[config.mk]
export PLATFORM = sky130hd
export DESIGN_NAME = bbsf_ctrl
export DESIGN_NICKNAME = d
export VERILOG_FILES = /design/src/rtl/core/bbsf_pkg.sv /design/src/rtl/core/bbsf_ctrl.sv
export SDC_FILE = /design/constraint.sdc
export NUM_CORES = 1
export LEC_CHECK = 0
export BUFFER_PORTS_ARGS = -buffer_cell sky130_fd_sc_hd__buf_2
export CAP_MARGIN = 40
export CORE_MARGIN = 4
export CORE_UTILIZATION = 30
export CTS_CLUSTER_SIZE = 25
export DETAILED_ROUTE_END_ITERATION = 10
export PLACE_DENSITY = 0.53
export SKIP_LAST_GASP = 1
export SYNTH_ARGS = -nofsm -noshare
export SYNTH_HDL_FRONTEND = slang
export SYNTH_SLANG_ARGS = --single-unit
export TNS_END_PERCENT = 5
[constraint.sdc]
create_clock -name clk -period 4.86 [get_ports clk]
set_clock_uncertainty 0.15 [all_clocks]
set_input_delay 1.215 -clock clk [delete_from_list [all_inputs] [get_ports clk]]
set_output_delay 1.215 -clock clk [all_outputs]
set_load 0.02 [all_outputs]
[src/rtl/core/bbsf_pkg.sv]
package bbsf_pkg;

    // Fixed field widths
    localparam int CNT_W = 13;
    localparam int LEN_W = 7;
    localparam int TOT_W = 32;
    localparam int KIND_W = 3;
    localparam int BYTE_W = 8;

    // Reset value of the capacity register
    localparam logic [CNT_W-1:0] CAP_RESET = 13'd4096;

    // Request kinds
    typedef enum logic [KIND_W-1:0] {
        KIND_WRITE = 3'd0,
        KIND_READ  = 3'd1,
        KIND_PEEK  = 3'd2,
        KIND_POP   = 3'd3,
        KIND_END   = 3'd4
    } kind_t;

    // FIFO status after the last applied request
    typedef struct packed {
        logic [CNT_W-1:0] used;
        logic [CNT_W-1:0] eff_cap;
        logic [TOT_W-1:0] in_total;
        logic [TOT_W-1:0] out_total;
        logic             ended;
    } stat_t;

    // Per-result flags, registered
    typedef struct packed {
        logic strobe;
        logic valid;
        logic last;
        logic accepted;
    } res_t;

endpackage

[src/rtl/core/bbsf_ctrl.sv]
module bbsf_ctrl
    import bbsf_pkg::*;
#(
    parameter int DEPTH   = 4096,
    parameter int MAX_RUN = 64,
    parameter int AW      = (DEPTH > 1 ? $clog2(DEPTH) : 1)
) (
    input  logic              clk,
    input  logic              rst_n,
    input  logic              start,
    input  logic [KIND_W-1:0] kind,
    input  logic [BYTE_W-1:0] data_byte,
    input  logic [LEN_W-1:0]  length,
    input  logic              cfg_we,
    input  logic [CNT_W-1:0]  cfg_data,
    output logic              busy,
    output logic              ram_we,
    output logic [AW-1:0]     ram_waddr,
    output logic [BYTE_W-1:0] ram_wdata,
    output logic              ram_re,
    output logic [AW-1:0]     ram_raddr,
    output stat_t             stat,
    output res_t              res
);

    localparam bit               DEPTH_BIG = DEPTH > 8191;
    localparam logic [CNT_W-1:0] DEPTH_CNT = DEPTH_BIG ? '1 : CNT_W'(DEPTH);

    logic [CNT_W-1:0] capacity_reg;
    logic [AW-1:0]    head_reg, head_next;
    logic [AW-1:0]    tail_reg, tail_next;
    logic [CNT_W-1:0] used_reg, used_next;
    logic [TOT_W-1:0] in_total_reg, in_total_next;
    logic [TOT_W-1:0] out_total_reg, out_total_next;
    logic             ended_reg, ended_next;
    logic [AW-1:0]    run_addr_reg, run_addr_next;
    logic [LEN_W-1:0] run_left_reg, run_left_next;
    res_t             res_reg, res_next;

    logic             accept;
    logic [CNT_W-1:0] eff_cap;
    logic [LEN_W-1:0] n_avail;
    logic [LEN_W-1:0] n_run;
    logic [AW-1:0]    head_pop;
    logic [AW-1:0]    head_rd;

    // Advance an index by one around the ring
    function automatic logic [AW-1:0] inc_idx(input logic [AW-1:0] i);
        return (i == AW'(DEPTH - 1)) ? '0 : i + 1'b1;
    endfunction

    // Advance an index by n around the ring, n never above DEPTH
    function automatic logic [AW-1:0] wrap_add(input logic [AW-1:0] base,
                                               input logic [LEN_W-1:0] n);
        logic [AW:0] s;
        s = {1'b0, base} + (AW+1)'(n);
        if (s >= (AW+1)'(DEPTH))
        begin
            s = s - (AW+1)'(DEPTH);
        end
        return s[AW-1:0];
    endfunction

    assign busy   = (run_left_reg != '0);
    assign accept = start && !busy;

    // Clamp capacity to the storage depth
    assign eff_cap = (DEPTH_BIG || capacity_reg < DEPTH_CNT) ? capacity_reg : DEPTH_CNT;

    // Bytes available to a read, peek or pop, and the read run length
    assign n_avail  = (CNT_W'(length) < used_reg) ? length : LEN_W'(used_reg);
    assign n_run    = (n_avail > LEN_W'(MAX_RUN)) ? LEN_W'(MAX_RUN) : n_avail;
    assign head_pop = wrap_add(head_reg, n_avail);
    assign head_rd  = wrap_add(head_reg, n_run);

    assign ram_waddr = tail_reg;
    assign ram_wdata = data_byte;

    // Apply a request or step the read run
    always_comb
    begin
        head_next      = head_reg;
        tail_next      = tail_reg;
        used_next      = used_reg;
        in_total_next  = in_total_reg;
        out_total_next = out_total_reg;
        ended_next     = ended_reg;
        run_addr_next  = run_addr_reg;
        run_left_next  = run_left_reg;
        res_next       = '0;
        ram_we         = 1'b0;
        ram_re         = 1'b0;
        ram_raddr      = head_reg;

        if (busy)
        begin
            ram_re          = 1'b1;
            ram_raddr       = run_addr_reg;
            run_addr_next   = inc_idx(run_addr_reg);
            run_left_next   = run_left_reg - 1'b1;
            res_next.strobe = 1'b1;
            res_next.valid  = 1'b1;
            res_next.last   = (run_left_reg == LEN_W'(1));
        end
        else if (accept)
        begin
            res_next.strobe = 1'b1;
            res_next.last   = 1'b1;
            case (kind_t'(kind))
                KIND_WRITE:
                begin
                    if (used_reg < eff_cap)
                    begin
                        ram_we            = 1'b1;
                        tail_next         = inc_idx(tail_reg);
                        used_next         = used_reg + 1'b1;
                        in_total_next     = in_total_reg + 1'b1;
                        res_next.accepted = 1'b1;
                    end
                end
                KIND_READ, KIND_PEEK:
                begin
                    if (n_run != '0)
                    begin
                        ram_re         = 1'b1;
                        run_addr_next  = inc_idx(head_reg);
                        run_left_next  = n_run - 1'b1;
                        res_next.valid = 1'b1;
                        res_next.last  = (n_run == LEN_W'(1));
                        if (kind_t'(kind) == KIND_READ)
                        begin
                            head_next      = head_rd;
                            used_next      = used_reg - CNT_W'(n_run);
                            out_total_next = out_total_reg + TOT_W'(n_run);
                        end
                    end
                end
                KIND_POP:
                begin
                    head_next      = head_pop;
                    used_next      = used_reg - CNT_W'(n_avail);
                    out_total_next = out_total_reg + TOT_W'(n_avail);
                end
                KIND_END:
                begin
                    ended_next = 1'b1;
                end
                default:
                begin
                    ended_next = ended_reg;
                end
            endcase
        end
    end

    // Hold state, capacity and result flags
    always_ff @(posedge clk or negedge rst_n)
    begin
        if (!rst_n)
        begin
            capacity_reg  <= CAP_RESET;
            head_reg      <= '0;
            tail_reg      <= '0;
            used_reg      <= '0;
            in_total_reg  <= '0;
            out_total_reg <= '0;
            ended_reg     <= 1'b0;
            run_addr_reg  <= '0;
            run_left_reg  <= '0;
            res_reg       <= '0;
        end
        else
        begin
            if (cfg_we)
            begin
                capacity_reg <= cfg_data;
            end
            head_reg      <= head_next;
            tail_reg      <= tail_next;
            used_reg      <= used_next;
            in_total_reg  <= in_total_next;
            out_total_reg <= out_total_next;
            ended_reg     <= ended_next;
            run_addr_reg  <= run_addr_next;
            run_left_reg  <= run_left_next;
            res_reg       <= res_next;
        end
    end

    assign stat.used      = used_reg;
    assign stat.eff_cap   = eff_cap;
    assign stat.in_total  = in_total_reg;
    assign stat.out_total = out_total_reg;
    assign stat.ended     = ended_reg;
    assign res            = res_reg;

endmodule

After elaboration in Yosys (flattened, before gate mapping). Cells that the tools add are included.

Bits of input ports: 35. Flip-flop bits (word level): 138. ROM bits: 0. Memories: 0. Memory bits (writable): 0. Latch bits: 0.

Reductions and logical operators: 16. $lt $le $gt $ge: 6. Bitwise gates (word level): 1. Shift operators: 0. Divide/modulo/power cells: 0. $mul: 0. Muxes and demuxes: 40. Add/subtract/negate cells: 15. Equality and inequality tests: 12.

Operators by type and width (count): two-way mux 12 bit (12); adder 32 x 7 -> 32 bit (2); two-way mux 32 bit (2); case mux 32 bit (2 select lines) (1); two-way mux 13 bit (4); two-way mux 7 bit (6); case mux 13 bit (3 select lines) (1); adder 12 x 1 -> 12 bit, second input constant (3); equality test 12 bit, second input constant (3); adder 32 x 1 -> 32 bit, second input constant (1); adder 12 x 7 -> 13 bit (2); greater-or-equal comparator 13 bit, second input constant (2); subtractor 13 x 7 -> 13 bit (2); case mux 12 bit (2 select lines) (1); subtractor 12 x 1 -> 12 bit, second input constant (2); equality test 7 x 1 -> 1 bit, second input constant (2); nonzero test 7 bit (2); subtractor 7 x 1 -> 7 bit, second input constant (2); adder 13 x 1 -> 13 bit, second input constant (1); < comparator 13 bit (1); < comparator 13 bit, second input constant (1); < comparator 7 x 13 -> 1 bit (1); two-way mux 1 bit (9); nonzero test 2 bit (4); 18 further kinds (23).

Longest topological paths before layout.
Word-level depth: 10. Mapped depth: 20.

Least setup slack after synthesis. No wires, ideal clock.

Kind: input port to flip-flop. Start: input port length[4]. End: register out_total_reg[21]. Stages on the path: 17. Data arrival time: 5.072 ns. Slack: -0.496 ns. Setup time: 0.134 ns. Cells stage by stage: ha_1 -> a21o_1 -> a211o_1 -> a41o_1 -> nand2_1 -> clkbuf_1 -> a21oi_1 -> a21oi_1 -> ha_1 -> a21o_1 -> a21oi_1 -> nor2b_1 -> o21a_1 -> o41ai_1 -> clkbuf_1 -> nor3b_1 -> xor2_1.

Cells in the longest elaborated chain, start to end: 8. Elaborated cells between the ends (all ways): 12. Those cells by class: 2 x add/sub; 2 x order compare; 1 x eq/ne; 5 x mux; 2 x reduce/logical.

RTL lines: start, declared (line bbsf_ctrl.sv:13) `input logic [LEN_W-1:0] length,`; < comparator 7 x 13 -> 1 bit (line bbsf_ctrl.sv:71) `assign n_avail = (CNT_W'(length) < used_reg) ? length : LEN_W'(used_reg);`; two-way mux 7 bit * (line bbsf_ctrl.sv:71); > comparator 7 bit (line bbsf_ctrl.sv:72) `assign n_run = (n_avail > LEN_W'(MAX_RUN)) ? LEN_W'(MAX_RUN) : n_avail;`; two-way mux 7 bit (line bbsf_ctrl.sv:72); adder 32 x 7 -> 32 bit (line bbsf_ctrl.sv:134) `out_total_next = out_total_reg + TOT_W'(n_run);`; two-way mux 32 bit (line bbsf_ctrl.sv:130) `if (kind_t'(kind) == KIND_READ)`; two-way mux 32 bit (line bbsf_ctrl.sv:123) `if (n_run != '0)`; case mux 32 bit (2 select lines) (line bbsf_ctrl.sv:109) `case (kind_t'(kind))`; end signal, assigned (line bbsf_ctrl.sv:182) `out_total_reg <= out_total_next;`; end, declared (line bbsf_ctrl.sv:34) `logic [TOT_W-1:0] out_total_reg, out_total_next;`.

Every way passes the cells marked *; elsewhere a longest branch is shown, timed or not. The select of a mux whose other input is x is not followed. A chain may end at the register's enable or synchronous reset.

Worst setup path in the final report.
Start: input port length[6]. End: output port ram_re.

Cells in the longest elaborated chain, start to end: 9.

RTL lines: < comparator 7 x 13 -> 1 bit (line bbsf_ctrl.sv:71); two-way mux 7 bit * (line bbsf_ctrl.sv:71); > comparator 7 bit (line bbsf_ctrl.sv:72); two-way mux 7 bit * (line bbsf_ctrl.sv:72); nonzero test 7 bit * (line bbsf_ctrl.sv:123); two-way mux 1 bit * (line bbsf_ctrl.sv:123); two-way mux 1 bit * (line bbsf_ctrl.sv:109); two-way mux 1 bit * (line bbsf_ctrl.sv:105) `else if (accept)`; two-way mux 1 bit * (line bbsf_ctrl.sv:95) `if (busy)`; end, declared (line bbsf_ctrl.sv:20) `output logic ram_re,`.

Every way passes the cells marked *; elsewhere a longest branch is shown, timed or not.

==> impl_results.md <==
* Status: finished, final reports clean
* Initial drt markers at 488
* CP arrival at 3.42 ns
* F_max at 209 MHz
* RSZ-0062 raised after global routing: true
* Number of vias in the routed layout at 7566
* Most frequent cell on the critical path: buf_6
* Largest area contributor in the netlist: dfrtp_1
* Most common cell after layout, fill and taps aside: buf_2
* Area Growth Syn to Fin at 27.2%
* Worst Tran Pin Value at 0.830 ns
* Worst hold path stage count at 1
* Placed inst area at 10400 um^2
* Critical path's slowest cell: or4_4
* TritonCTS clock tree: done
* Post-synthesis sequential element count at 138
* Gate power share at 0.319
* FF-to-FF Start: used_reg[11]
* Clock power share at 0.346
* Routed Antenna Nets at 0
* FF/Latch Area at 3460 um^2
* Die outline area at 31800 um^2
* Buffers plus inverters on the worst setup path at 4
* Ratio of cells with drive above 1 in the final layout at 0.277
* R2r endpoint: used_reg[12]
* Drt pass-1 iters at 5
* First-pass GRT wire length at 39900 um
* Min-Delay Endpoint: in_total_reg[31]
* MaxCap Viol Count at 0
* Worst IR Drop VDD at 0.163 mV
* WL per Instance at 16.2 um
* Final setup viols at 0
* WS Path Type: primary input to primary output
* Post-route cell area at 11100 um^2
* Final WL at 24700 um
* Internal power at 2.72 mW
* Vias in the first global route at 7548
* Gr usage total at 0.156
* EDFF count, synth at 0
* Relative slew slack at 0.447
* Tmin final at 4.79 ns
* Net Sw Frac at 0.345
* Chip height at 178 um
* Clk slew on worst S/H paths at 0.07 ns
* Crit path launch type: primary input
* Max Slew Vio Count at 0
* Post-DP HPWL at 18200 um
* Root Buffer: clkbuf_16
* Reg-to-reg setup timing slack at 0.32 ns
* CP required at 3.49 ns
* Crit path largest cell delay at 0.43 ns
* Clk sinks at 138
* Most frequent cells in the layout: buf_2, dfrtp_1, nand2_1, buf_4, xnor2_1
* CP Cell Sequence: buf_2 -> ha_1 -> nor2_1 -> or4_4 -> buf_6 -> nor3_2 -> a21oi_2 -> or3_4 -> ha_4 -> o21ai_4 -> a21oi_4 -> inv_2 -> buf_6
* Synth Flop Type: dfrtp_1
* Crit Path Max Fanout at 12
* DR vias/cell at 4.97
* Cell variety after synth at 70
* Asr flop ratio synth at 1.00
* Final hold violations at 0
* Share of the synthesized area in the top cell type at 0.394
* CP top delay family: simple AND/OR/NAND/NOR gates
* Seq/Total Area, Yosys at 0.397
* Place WS at -0.207 ns
* Initial Util at 0.303
* Mapped Nets at 1018
* Port buffer count at 148
* Cell Pwr Density at 375 nW/um^2
* Io pins at 165
* DR DRC count at 0
* Cell Area, Synth at 8710 um^2
* # nets final at 1216
* Min-delay worst type: flip-flop to flip-flop
* Final WS setup at 0.0728 ns
* Skew-Pair Late Insertion Delay at 0.42 ns
* Synth Warn # at 0
* Mean Syn Cell Area at 9.39 um^2
* Fillers at 2877
* Footprint of the multi-input gates at 5010 um^2
* Core Rows at 62
* P_leak at 5.47 nW
* Final Util at 0.386
* Mapped Cells at 927
* Endpoint type of the worst setup path: primary output
* Die width at 178 um
* CORE AREA at 28700 um^2
* Gr ovfl total at 0
* Initial antenna violation count at 0
* WHS at 0.317 ns
* Largest net degree at the start of global routing at 86
* Total CTS buffers at 17
* Hold wc startpoint: in_total_reg[31]
* H-tree levels at 4
* Final period utilization at 0.985
* Flop pwr share at 0.336
* P_sw at 1.43 mW
* Final RePlAce weighted congestion at 0.866
* Most area-consuming cells after synthesis: dfrtp_1, ha_1, xnor2_1
* Setup TNS at 0 ns
* Max Root-Sink Buffers at 2
* # diodes at 0
* Worst R2R Path Depth at 15
-- layout make-up --
| cell class | instances | area share |
|---|---|---|
| flip-flops and latches | 138 | 0.312 |
| well taps | 384 | 0.0434 |
| inverters | 41 | 0.0139 |
| clock buffers | 17 | 0.0384 |
| clock inverters | 15 | 0.0190 |
| multi-input cells | 708 | 0.453 |
| repair buffers | 219 | 0.121 |
-- metal layers --
layer | vias up | GRT usage | wire length [um]
met5 | - | 0 | 0
met3 | 20 | 0.0326 | 1290
met1 | 3639 | 0.214 | 11500
met4 | 0 | 0.0365 | 261
met2 | 208 | 0.253 | 11600
li1 | 3699 | - | -
-- worst max path at each step --
| stage | from | to | slack [ns] | depth (start not counted) |
|---|---|---|---|---|
| 2_1_floorplan | length[4] | used_reg[12] | -0.07 | 18 |
| 3_3_place_gp | length[4] | used_reg[11] | -0.14 | 19 |
| 3_5_place_dp | length[4] | used_reg[12] | -0.21 | 18 |
| 4_1_cts | length[4] | ram_re | -0.02 | 13 |
| 5_1_grt | length[4] | used_reg[12] | -0.02 | 18 |
| 6_report | length[6] | ram_re | 0.07 | 13 |
-- power by group through the flow --
stage	sequential [mW]	clock [mW]	combinational, mW
finish	1.39	1.44	1.32
global route	1.41	1.53	1.47
CTS	1.39	1.47	1.31
detailed placement	1.41	0	1.29
global placement	1.41	0	1.28
floorplan	1.39	0	0.867
-- through the flow --
| stage | power, mW | cells |
|---|---|---|
| 2_1_floorplan | 2.26 | 927 |
| 3_3_place_gp | 2.69 | 1489 |
| 3_5_place_dp | 2.70 | 1489 |
| 5_1_grt | 4.41 | 1522 |
| 6_report | 4.15 | 1522 |
| 4_1_cts | 4.18 | 1522 |
-- logic make-up after synthesis --
logic type	after synthesis	share of synthesized area
buf+inv	81	0.0417
xor+xnor	106	0.107
mux	31	0.0414
fa+ha+maj	56	0.0831
simple gates	359	0.213
flops	138	0.397
compound gates	156	0.118
-- synth_stat cells (5+ instances only) --
| library cell | n |
|---|---|
| dfrtp_1 | 137 |
| nand2_1 | 106 |
| xnor2_1 | 57 |
| nor2_1 | 56 |
| ha_1 | 53 |
| xor2_1 | 49 |
| o21ai_0 | 48 |
| inv_1 | 41 |
| nor3_1 | 37 |
| a21oi_1 | 32 |
| nand3_1 | 31 |
| nand4_1 | 24 |
| mux2_2 | 20 |
| clkbuf_1 | 17 |
| nor4_1 | 13 |
| and3_1 | 12 |
| nand2b_1 | 12 |
| buf_4 | 11 |
| nor2b_1 | 11 |
| a21o_1 | 10 |
| nor3b_1 | 10 |
| buf_2 | 8 |
| o31ai_1 | 8 |
| or3_1 | 8 |
| a211oi_1 | 7 |
| and2_1 | 7 |
| and4_1 | 7 |
| mux2i_1 | 6 |
| mux2_4 | 5 |
| nand3b_1 | 5 |
| o21a_1 | 5 |
-- worst register-to-register path, delay by kind of cell (launching register included) --
kind,cells,cell delay (ns)
AOI/OAI and AO/OA,8,1.39
xor gates and xnor gates,1,0.16
adders and majority gates,1,0.36
buffers and inverters,1,0.18
DFF,1,0.44
and+or+nand+nor,4,1.79
-- repair_timing --
action / CTS / global route
pin swaps: 7 / 3
setup endpoints to repair: 1 / 3
buffers inserted: 2 / 0
hold buffers: 0 / 0
hold endpoints to repair: 0 / 0
gates resized for setup: 10 / 8
(Power assumes the default switching activity.)
